## config.mk

```make
export PLATFORM = sky130hd
export DESIGN_NAME = hex_utf8_validate_latin1_fold_core
export DESIGN_NICKNAME = d
export VERILOG_FILES = /design/src/design/hu8_pkg.sv /design/src/design/hex_utf8_validate_latin1_fold_core.sv /design/src/design/hu8_front.sv /design/src/design/hu8_queue.sv /design/src/design/hu8_back.sv
export SDC_FILE = /design/constraint.sdc
export NUM_CORES = 1
export LEC_CHECK = 0
export CAP_MARGIN = 20
export CORE_MARGIN = 5
export CORE_UTILIZATION = 55
export CTS_CLUSTER_DIAMETER = 50
export CTS_CLUSTER_SIZE = 20
export DETAILED_ROUTE_END_ITERATION = 6
export DONT_BUFFER_PORTS = 1
export MAX_ROUTING_LAYER = met4
export PLACE_DENSITY_LB_ADDON = 0.3
export SYNTH_ARGS = -nofsm -noshare
export SYNTH_HDL_FRONTEND = slang
export SYNTH_SLANG_ARGS = --single-unit
export TNS_END_PERCENT = 30
```

## constraint.sdc

```tcl
create_clock -name clk -period 5.3 [get_ports clk]
set_clock_uncertainty 0.2 [all_clocks]
set_input_delay 0.53 -clock clk [delete_from_list [all_inputs] [get_ports clk]]
set_output_delay 0.53 -clock clk [all_outputs]
set_load 0.05 [all_outputs]
```

## src/design/hu8_pkg.sv

```systemverilog
`timescale 1ns / 1ps
// ----------------------------------------------------------------------------
// hu8_pkg
// Shared types and codes for the hex / UTF-8 validator with Latin-1 folding.
// ----------------------------------------------------------------------------
package hu8_pkg;

  typedef enum logic [2:0] {
    TK_DIGIT,
    TK_BYTE,
    TK_PASS,
    TK_VSTART,
    TK_ERR
  } tok_kind_t;

  typedef struct packed {
    tok_kind_t   kind;
    logic [7:0]  data;
    logic [2:0]  err;
    logic        held;
    logic        last;
  } tok_t;

  localparam logic [2:0] STATUS_OK      = 3'd0;
  localparam logic [2:0] STATUS_BAD_HEX = 3'd1;
  localparam logic [2:0] STATUS_ODD     = 3'd2;
  localparam logic [2:0] STATUS_BAD_UTF = 3'd3;
  localparam logic [2:0] STATUS_OPEN    = 3'd4;

endpackage

```

## src/design/hex_utf8_validate_latin1_fold_core.sv

```systemverilog
`timescale 1ns / 1ps
// ----------------------------------------------------------------------------
// hex_utf8_validate_latin1_fold_core
// Hex-pair decoder with UTF-8 validation and Latin-1 folding of C2/C3 pairs.
// ----------------------------------------------------------------------------
// The block takes one character per cycle and sustains that rate for as long
// as results are taken. An accepted character is classified at once and
// enters a token queue of QUEUE_DEPTH entries; the sequence checker takes one
// token per cycle from it while the result register is free or being taken
// and loads the result register, so each result passes a queue entry and
// then the result register. While both sides flow the queue holds one token.
// When the result register is held by out_ready low, the checker stops
// taking tokens, the queue fills and in_ready falls once QUEUE_DEPTH tokens
// wait. Characters that produce no result (the first digit of a pair, a held
// C2 or C3, anything after an error) still pass through the checker.
module hex_utf8_validate_latin1_fold_core #(
  parameter int QUEUE_DEPTH = 2
) (
  input  logic       clk,
  input  logic       rst,
  input  logic       in_valid,
  output logic       in_ready,
  input  logic [7:0] ch,
  input  logic       verbatim,
  input  logic       last,
  output logic       out_valid,
  input  logic       out_ready,
  output logic [7:0] out_byte,
  output logic       byte_valid,
  output logic       done_res,
  output logic [2:0] status
);
  import hu8_pkg::*;

  logic q_full;
  logic push;
  tok_t push_tok;
  logic q_valid;
  logic pop;
  tok_t pop_tok;

  hu8_front u_front (
    .clk      (clk),
    .rst      (rst),
    .in_valid (in_valid),
    .in_ready (in_ready),
    .ch       (ch),
    .verbatim (verbatim),
    .last     (last),
    .q_full   (q_full),
    .push     (push),
    .tok      (push_tok)
  );

  hu8_queue #(
    .DEPTH (QUEUE_DEPTH)
  ) u_queue (
    .clk       (clk),
    .rst       (rst),
    .push      (push),
    .push_data (push_tok),
    .full      (q_full),
    .pop       (pop),
    .q_valid   (q_valid),
    .pop_data  (pop_tok)
  );

  hu8_back u_back (
    .clk        (clk),
    .rst        (rst),
    .tok_valid  (q_valid),
    .tok        (pop_tok),
    .tok_pop    (pop),
    .out_valid  (out_valid),
    .out_ready  (out_ready),
    .out_byte   (out_byte),
    .byte_valid (byte_valid),
    .done_res   (done_res),
    .status     (status)
  );

  a_status_on_done_only: assert property (@(posedge clk) disable iff (rst)
    out_valid && !done_res |-> status == STATUS_OK)
    else $error("non-final result carries an error status");

  a_no_byte_with_error: assert property (@(posedge clk) disable iff (rst)
    out_valid && status != STATUS_OK |-> !byte_valid)
    else $error("byte delivered alongside an error status");

  a_empty_result_is_final: assert property (@(posedge clk) disable iff (rst)
    out_valid && !byte_valid |-> done_res && out_byte == 8'd0)
    else $error("result without byte is not the final one");

  a_stall_fills_queue: assert property (@(posedge clk) disable iff (rst)
    !in_ready |-> q_valid && (out_valid || !pop))
    else $error("input stalled while checker has nothing to wait for");

endmodule

```

## src/design/hu8_front.sv

```systemverilog
`timescale 1ns / 1ps
// ----------------------------------------------------------------------------
// hu8_front
// Accepts characters, pairs hex digits into bytes and classifies each
// character into a token for the sequence checker.
// ----------------------------------------------------------------------------
module hu8_front (
  input  logic          clk,
  input  logic          rst,
  input  logic          in_valid,
  output logic          in_ready,
  input  logic [7:0]    ch,
  input  logic          verbatim,
  input  logic          last,
  input  logic          q_full,
  output logic          push,
  output hu8_pkg::tok_t tok
);
  import hu8_pkg::*;

  localparam logic [7:0] CH_AT = 8'h40;

  logic [3:0] high_nibble;
  logic       half_pair;
  logic       in_suffix;
  logic [3:0] high_nibble_next;
  logic       half_pair_next;
  logic       in_suffix_next;
  logic [4:0] hv;

  function automatic logic [4:0] hex_value(input logic [7:0] c);
    logic [7:0] t;
    begin
      t = 8'd0;
      if (c >= 8'd48 && c <= 8'd57) begin
        t = c - 8'd48;
        hex_value = {1'b0, t[3:0]};
      end else if (c >= 8'd65 && c <= 8'd70) begin
        t = c - 8'd55;
        hex_value = {1'b0, t[3:0]};
      end else if (c >= 8'd97 && c <= 8'd102) begin
        t = c - 8'd87;
        hex_value = {1'b0, t[3:0]};
      end else begin
        hex_value = 5'd16;
      end
    end
  endfunction

  assign in_ready = !q_full;
  assign push     = in_valid && in_ready;
  assign hv       = hex_value(ch);

  always_comb begin
    high_nibble_next = high_nibble;
    half_pair_next   = half_pair;
    in_suffix_next   = in_suffix;
    tok.kind = TK_DIGIT;
    tok.data = ch;
    tok.err  = STATUS_OK;
    if (verbatim) begin
      in_suffix_next = 1'b1;
      if (in_suffix) begin
        tok.kind = TK_PASS;
      end else if (half_pair) begin
        tok.kind = TK_ERR;
        tok.err  = STATUS_ODD;
      end else begin
        tok.kind = TK_VSTART;
      end
    end else begin
      in_suffix_next = 1'b0;
      if (!half_pair && ch == CH_AT) begin
        tok.kind = TK_PASS;
      end else if (hv[4]) begin
        tok.kind = TK_ERR;
        tok.err  = STATUS_BAD_HEX;
      end else if (!half_pair) begin
        tok.kind         = TK_DIGIT;
        high_nibble_next = hv[3:0];
        half_pair_next   = 1'b1;
      end else begin
        tok.kind       = TK_BYTE;
        tok.data       = {high_nibble, hv[3:0]};
        half_pair_next = 1'b0;
      end
    end
    tok.held = half_pair_next;
    tok.last = last;
  end

  always_ff @(posedge clk) begin
    if (rst) begin
      high_nibble <= 4'd0;
      half_pair   <= 1'b0;
      in_suffix   <= 1'b0;
    end else if (push) begin
      if (last) begin
        high_nibble <= 4'd0;
        half_pair   <= 1'b0;
        in_suffix   <= 1'b0;
      end else begin
        high_nibble <= high_nibble_next;
        half_pair   <= half_pair_next;
        in_suffix   <= in_suffix_next;
      end
    end
  end

endmodule

```

## src/design/hu8_queue.sv

```systemverilog
`timescale 1ns / 1ps
// ----------------------------------------------------------------------------
// hu8_queue
// Small token queue between the classifier and the sequence checker.
// ----------------------------------------------------------------------------
module hu8_queue #(
  parameter int DEPTH = 2
) (
  input  logic          clk,
  input  logic          rst,
  input  logic          push,
  input  hu8_pkg::tok_t push_data,
  output logic          full,
  input  logic          pop,
  output logic          q_valid,
  output hu8_pkg::tok_t pop_data
);
  import hu8_pkg::*;

  localparam int PW = (DEPTH > 1) ? $clog2(DEPTH) : 1;
  localparam int CW = $clog2(DEPTH + 1);
  localparam logic [PW-1:0] LAST_PTR = PW'(DEPTH - 1);
  localparam logic [CW-1:0] FULL_CNT = CW'(DEPTH);

  tok_t          mem [DEPTH];
  logic [PW-1:0] wr_ptr;
  logic [PW-1:0] rd_ptr;
  logic [CW-1:0] count;

  assign full     = (count == FULL_CNT);
  assign q_valid  = (count != '0);
  assign pop_data = mem[rd_ptr];

  always_ff @(posedge clk) begin
    if (push) begin
      mem[wr_ptr] <= push_data;
    end
  end

  always_ff @(posedge clk) begin
    if (rst) begin
      wr_ptr <= '0;
      rd_ptr <= '0;
      count  <= '0;
    end else begin
      if (push) begin
        wr_ptr <= (wr_ptr == LAST_PTR) ? '0 : wr_ptr + 1'b1;
      end
      if (pop) begin
        rd_ptr <= (rd_ptr == LAST_PTR) ? '0 : rd_ptr + 1'b1;
      end
      if (push && !pop) begin
        count <= count + 1'b1;
      end else if (pop && !push) begin
        count <= count - 1'b1;
      end
    end
  end

endmodule

```

## src/design/hu8_back.sv

```systemverilog
`timescale 1ns / 1ps
// ----------------------------------------------------------------------------
// hu8_back
// UTF-8 sequence checker with Latin-1 folding, sticky error and result
// register.
// ----------------------------------------------------------------------------
module hu8_back (
  input  logic          clk,
  input  logic          rst,
  input  logic          tok_valid,
  input  hu8_pkg::tok_t tok,
  output logic          tok_pop,
  output logic          out_valid,
  input  logic          out_ready,
  output logic [7:0]    out_byte,
  output logic          byte_valid,
  output logic          done_res,
  output logic [2:0]    status
);
  import hu8_pkg::*;

  typedef enum logic [3:0] {
    S_IDLE, S_C2, S_C3, S_ONE, S_E0, S_E1, S_ED, S_F0, S_TWO, S_F1, S_F4
  } seq_t;

  seq_t       seq_state;
  logic [2:0] error_code;

  seq_t       seq_next;
  logic [2:0] error_next;
  logic       emit;
  logic [7:0] byte_out;

  seq_t       feed_seq;
  logic       feed_ok;
  logic       feed_out;
  logic [7:0] feed_byte;
  logic       cont;
  logic [7:0] b;

  assign tok_pop = tok_valid && (!out_valid || out_ready);
  assign b       = tok.data;
  assign cont    = (b >= 8'h80 && b <= 8'hBF);

  always_comb begin
    feed_seq  = S_IDLE;
    feed_ok   = 1'b1;
    feed_out  = 1'b1;
    feed_byte = b;
    case (seq_state)
      S_IDLE: begin
        if (b < 8'h80) feed_seq = S_IDLE;
        else if (b == 8'hC2) begin
          feed_seq = S_C2;
          feed_out = 1'b0;
        end else if (b == 8'hC3) begin
          feed_seq = S_C3;
          feed_out = 1'b0;
        end else if (b >= 8'hC4 && b <= 8'hDF) feed_seq = S_ONE;
        else if (b == 8'hE0) feed_seq = S_E0;
        else if (b == 8'hED) feed_seq = S_ED;
        else if (b >= 8'hE1 && b <= 8'hEF) feed_seq = S_E1;
        else if (b == 8'hF0) feed_seq = S_F0;
        else if (b >= 8'hF1 && b <= 8'hF3) feed_seq = S_F1;
        else if (b == 8'hF4) feed_seq = S_F4;
        else feed_ok = 1'b0;
      end
      S_C2: begin
        feed_ok = cont;
      end
      S_C3: begin
        feed_ok   = cont;
        feed_byte = b + 8'h40;
      end
      S_ONE: begin
        feed_ok = cont;
      end
      S_E0: begin
        feed_ok  = (b >= 8'hA0 && b <= 8'hBF);
        feed_seq = S_ONE;
      end
      S_E1: begin
        feed_ok  = cont;
        feed_seq = S_ONE;
      end
      S_ED: begin
        feed_ok  = (b >= 8'h80 && b <= 8'h9F);
        feed_seq = S_ONE;
      end
      S_F0: begin
        feed_ok  = (b >= 8'h90 && b <= 8'hBF);
        feed_seq = S_TWO;
      end
      S_TWO: begin
        feed_ok  = cont;
        feed_seq = S_ONE;
      end
      S_F1: begin
        feed_ok  = cont;
        feed_seq = S_TWO;
      end
      S_F4: begin
        feed_ok  = (b >= 8'h80 && b <= 8'h8F);
        feed_seq = S_TWO;
      end
      default: begin
        feed_ok = 1'b0;
      end
    endcase
  end

  always_comb begin
    seq_next   = seq_state;
    error_next = error_code;
    emit       = 1'b0;
    byte_out   = tok.data;
    if (error_code == STATUS_OK) begin
      case (tok.kind)
        TK_DIGIT: begin
        end
        TK_BYTE: begin
          if (!feed_ok) begin
            error_next = STATUS_BAD_UTF;
          end else begin
            seq_next = feed_seq;
            emit     = feed_out;
            byte_out = feed_byte;
          end
        end
        TK_PASS: begin
          emit = 1'b1;
        end
        TK_VSTART: begin
          if (seq_state != S_IDLE) error_next = STATUS_OPEN;
          else emit = 1'b1;
        end
        TK_ERR: begin
          error_next = tok.err;
        end
        default: begin
        end
      endcase
      if (tok.last && error_next == STATUS_OK) begin
        if (tok.held) error_next = STATUS_ODD;
        else if (seq_next != S_IDLE) error_next = STATUS_OPEN;
      end
    end
    if (error_next != STATUS_OK) emit = 1'b0;
  end

  always_ff @(posedge clk) begin
    if (rst) begin
      seq_state  <= S_IDLE;
      error_code <= STATUS_OK;
      out_valid  <= 1'b0;
      out_byte   <= 8'd0;
      byte_valid <= 1'b0;
      done_res   <= 1'b0;
      status     <= STATUS_OK;
    end else begin
      if (tok_pop) begin
        if (tok.last) begin
          seq_state  <= S_IDLE;
          error_code <= STATUS_OK;
        end else begin
          seq_state  <= seq_next;
          error_code <= error_next;
        end
      end
      if (tok_pop && (tok.last || emit)) begin
        out_valid  <= 1'b1;
        out_byte   <= emit ? byte_out : 8'd0;
        byte_valid <= emit;
        done_res   <= tok.last;
        status     <= tok.last ? error_next : STATUS_OK;
      end else if (out_valid && out_ready) begin
        out_valid <= 1'b0;
      end
    end
  end

endmodule

```

# After elaboration in Yosys (flattened, before gate mapping)
# Memories as Yosys holds them, arrays and structs flattened. A register that Yosys moved wholly into a read port is not among the register bits.
# Index checks and enable logic that the tools add are counted.
# totals
regBits,31
mem_bits_rw,32
inputBits,14
out_inout_bits,15
word_cells,198
memories,1
# op_classes
n_addsub,8
n_lt_le_gt_ge,19
n_eq_ne,26
mux,90
n_reduce_logical,41
# memory_table
name,depth,width,rd,rd_ports_with_merged_regs,write_ports,line_no,text
u_queue.mem,2,16,1,1,1,hu8_queue.sv:25,tok_t mem [DEPTH];
# op_table
cell,count
$mux W4,20
$mux W8,8
$eq A8 B8 Y1 const B,6
$ge A8 B8 Y1 const B,6
$le A8 B8 Y1 const B,6
$mux W3,16
$mux W1,35
$logic_and A1 B1 Y1,19
$eq A4 B3 Y1 const B,4
$ge A8 B7 Y1 const B,2
$le A8 B7 Y1 const B,2
$mux W5,3
$eq A4 B4 Y1 const B,3
$pmux W4 S3,1
$mux W11,1
$pmux W3 S3,1
$add A8 B7 Y8 const B,1
$eq A4 B2 Y1 const B,2
$eq A8 B7 Y1 const B,1
$ge A8 B6 Y1 const B,1
$le A8 B6 Y1 const B,1
$lt A8 B8 Y1 const B,1
$reduce_bool A2 Y1,4
$reduce_bool A4 Y1,2
25 further kinds,38

# Depth between registers and ports, before layout
# logic_depth
ltp_word,25
depth_mapped,18
depth_no_buf,12

# Modules after synthesis
# From an unflattened synthesis, not the netlist that was laid out.
# hier_totals
cells_unflattened,405
area_unflattened_um2,3952.5
# modules_own_cells
module,instances,cells_each,area_per_inst_um2,seq_area_each_um2
hu8_back,1,248,1910.6,420.4
hu8_queue,1,72,1363.8,1061.0
hu8_front,1,85,678.2,120.1

# Worst setup path before layout
# Ideal clock, no wire load.
# synth_path
kind,register -> register
startpoint,reg (tool-made name)
endpoint,reg u_back.out_byte[1]
setup_ps,101
t_arrival_ps,3429
slack_ps,1570
path_stages_with_launch,18
synth_period_minus_slack_ps,3730
path_cell_list,dfxtp_1 -> buf_6 -> buf_8 -> buf_12 -> buf_4 -> mux2i_1 -> inv_1 -> ha_1 -> or3b_2 -> a311oi_1 -> o2111a_1 -> or3_4 -> nor3_4 -> o21a_1 -> o31ai_2 -> buf_6 -> o2111ai_1 -> o41ai_1
# synth_lines
element,line_no,text
"end signal, assigned",hu8_back.sv:172,out_byte <= emit ? byte_out : 8'd0;
"end, declared",hu8_back.sv:15,"output logic [7:0] out_byte,"

==> flow_summary.ini <==
[power]
leakagePower_uw = 0.001417
irDropWorstVdd_v = 0.0003944
swShare_pct = 44.38
intPower_uw = 1061
seq_power_share_pct = 40.1
pwr_density_cell_mw_per_mm2 = 463.2
power.switching_uw = 846.8
comb_power_share_pct = 40.8
p_total_uw = 1908
pwr-share-clk_pct = 19.1

[placement]
gp_congestion = 1.007
dpl.hpwl_um = 6507
port_buffers = 0

[route]
ant_nets = 0
drt_pass1_iterations = 5
drtIter0Drc = 157
route.detailed.drc = 0
wl_per_cell_um = 17.61
wirelength_um = 8751
viasPerCell = 6.247
vias = 3105

[final_layout]
drive_gt1_share_pct = 14.46
antennaDiodeCount = 0
final_net_count = 419
syn_to_final_growth_pct = 4.608

[timing]
max_slew_margin_pct = 31.90
hold_viol_final = 0
fin_crit_ns = 4.293
finalCritPeriodShare_pct = 80.99
fmax_ghz = 0.2330
rsz0062_at_grt = no
fin_setup_tns_ns = 0
drv_slew = 0
finalSetupViolations = 0
worst_slew_pin_slew_ns = 1.015

[yosys]
ys_types = 83
synth_most_common_cell = nor2_1
synth_seq_cells = 62
synthArstFlopShare_pct = 0
synth.avg_cell_area_sq_um = 9.844
synth_cells = 400
syn_nets = 423
netlist.area_leader.share_pct = 22.88
seq_area_frac_synth_pct = 39.15
yosysWarnings = 0
yosys-top-cells-area = edfxtp_1 (23%), dfxtp_1 (16%), nor2_1 (4.6%)
ys_top_cells_by_count = nor2_1 (48), dfxtp_1 (32), edfxtp_1 (30)
netlist_area_sq_mm = 0.003938
yosysTopAreaCell = edfxtp_1
synthFlopType = dfxtp_1
synth_edf_count = 30

[min_path]
hold_class = input port to flop
holdPathStages = 1

[global_routing]
antenna_found_initial = 0
grt_max_degree = 30
grt_pass1_wl_um = 14640
grt_remaining_overflow = 0
grt_pass1_vias = 2933
track_usage_pct = 21.64

[clock_network]
cts_buffers = 9
postCtsSetupRepairBufs = 0
cts_tree = built
clock_path_buffers = 2
cts_hold_buf = 0
cts_sinks = 62
cts_root_buf = clkbuf_8
clk_pin_slew_ns = 0.08
cts_resized = 0
insertion_delay_ns = 0.34
cts_max_level = 3

[setup_path]
crit_buf_inv = 0
slowest_stage = o31ai_2
critPathKind = flop to flop
crit_arrival_ns = 4.34
crit_required_ns = 5.35
path_cells = mux2_4, ha_1, or3b_2, a311oi_1, o2111a_1, or3_4, nor3_4, o21a_1, o31ai_2, nor2_4, o21a_1
rr_worst_depth = 11
critPathMaxStageDelay_ns = 0.85
r2r_setup_slack_ns = 1.01
critPathMaxFanout = 15
cp_common_cell = o21a_1
critical_path.endpoint_type = flop
startpoint_type = flop
critical-path-top-delay-family = compound AO/OA/AOI/OAI gates
cp_num_cells = 11

[floorplan]
die-width_um = 94.61
core_sq_mm = 0.006869
core.rowCount = 30
die-area_sq_mm = 0.008951
die_y_um = 94.61
io_pins = 29
start_util_pct = 57.32

[flow_run]
max-cap-violations = 0

[status]
status = complete, no violations
==> worst reg2reg max path, stage by stage (launching register included) <==
cell and delay, ns:
dfxtp_2 0.60, mux2_4 0.40, ha_1 0.35, or3b_2 0.49, a311oi_1 0.28, o2111a_1 0.24
or3_4 0.16, nor3_4 0.07, o21a_1 0.21, o31ai_2 0.85, nor2_4 0.12, o21a_1 0.22
==> power by group through the flow <==
stage / clock network, uW / registers [uW] / logic [uW]
final: 364 / 765 / 778
after global routing: 402 / 777 / 853
after CTS: 376 / 765 / 769
after detailed placement: 0 / 776 / 767
after global placement: 0 / 772 / 751
after floorplan: 0 / 732 / 723
==> area by class of cell <==
class / count / area [sq um]
Clock buffer: 9 / 123.9
Clock inverter: 7 / 47.55
Fill cell: 567 / 2750
Inverter: 14 / 52.55
Multi-Input combinational cell: 306 / 2210
Sequential cell: 62 / 1543
Tap cell: 96 / 120.1
Timing Repair Buffer: 3 / 22.52
==> registers in the layout, summed over array words and instances, names as in the netlist, 2 cells and up, named ones only <==
register / flops
u_queue.mem: 30
u_back.out_byte: 8
u_back.seq_state: 4
u_front.high_nibble: 4
u_back.error_code: 3
u_back.status: 3
u_queue.count: 2
==> per-stage QoR <==
stage	cell area (sq um)	setup slack, ns	utilization (%)	hold slack [ns]	instances
after floorplan	3938	1.570	-	0.2460	400
after global placement	3948	1.224	57.47	0.2513	481
after detailed placement	3948	1.045	57.47	0.2644	481
after CTS	4119	1.047	59.96	0.02820	497
after global routing	4119	0.7857	59.96	0.02369	497
final	4119	1.007	59.96	0.04740	497
==> cell families (layout without fill, tap and decap cells) <==
| family | after synthesis | count (layout) | share of synthesized area (%) |
|---|---|---|---|
| mux | 31 | 31 | 9.278 |
| buf+inv | 32 | 33 | 4.734 |
| fa+ha+maj | 9 | 9 | 2.860 |
| xor+xnor | 8 | 8 | 1.780 |
| simple gates | 148 | 148 | 21.29 |
| compound gates | 110 | 110 | 20.91 |
| flops | 62 | 62 | 39.15 |
==> metal layers <==
| layer | routed length (um) | vias up | global-route usage [%] |
|---|---|---|---|
| met5 | 0 | - | - |
| met4 | 189 | 0 | 8.053 |
| met3 | 427 | 19 | 5.179 |
| li1 | - | 1519 | - |
| met1 | 4003 | 1472 | 28.76 |
| met2 | 4130 | 95 | 32.06 |
==> placed cells by master (no fill, tap or decap), types with 3 or more instances in the layout <==
| cell type | n |
|---|---|
| xnor2_1 | 6 |
| clkinv_2 | 3 |
| nor3b_2 | 3 |
| mux2_2 | 9 |
| o21ai_0 | 17 |
| nor2b_1 | 5 |
| buf_4 | 3 |
| nor4_2 | 3 |
| nand2_1 | 25 |
| nand2b_1 | 7 |
| mux2_4 | 3 |
| dfxtp_1 | 31 |
| ha_1 | 9 |
| a21oi_1 | 17 |
| inv_1 | 12 |
| a22oi_1 | 5 |
| o41ai_1 | 9 |
| o2111ai_1 | 7 |
| nor3_1 | 10 |
| a211oi_1 | 3 |
| and3_1 | 4 |
| or3b_1 | 3 |
| clkbuf_8 | 9 |
| or2_2 | 3 |
| o22ai_1 | 5 |
| nor2_1 | 48 |
| or3_1 | 7 |
| o21a_1 | 10 |
| mux2i_1 | 16 |
| nand3_1 | 7 |
| a21o_1 | 4 |
| edfxtp_1 | 30 |
==> path summary, 6_finish.rpt <==
path / from / endpoint
worst max-delay path: flop / u_back.out_valid
worst min-delay path: rst / u_back.done_res
worst max register to register: flop / u_back.out_valid
worst min register to register: u_front.high_nibble[0] / u_front.high_nibble[0]
(Power assumes the default switching activity.)
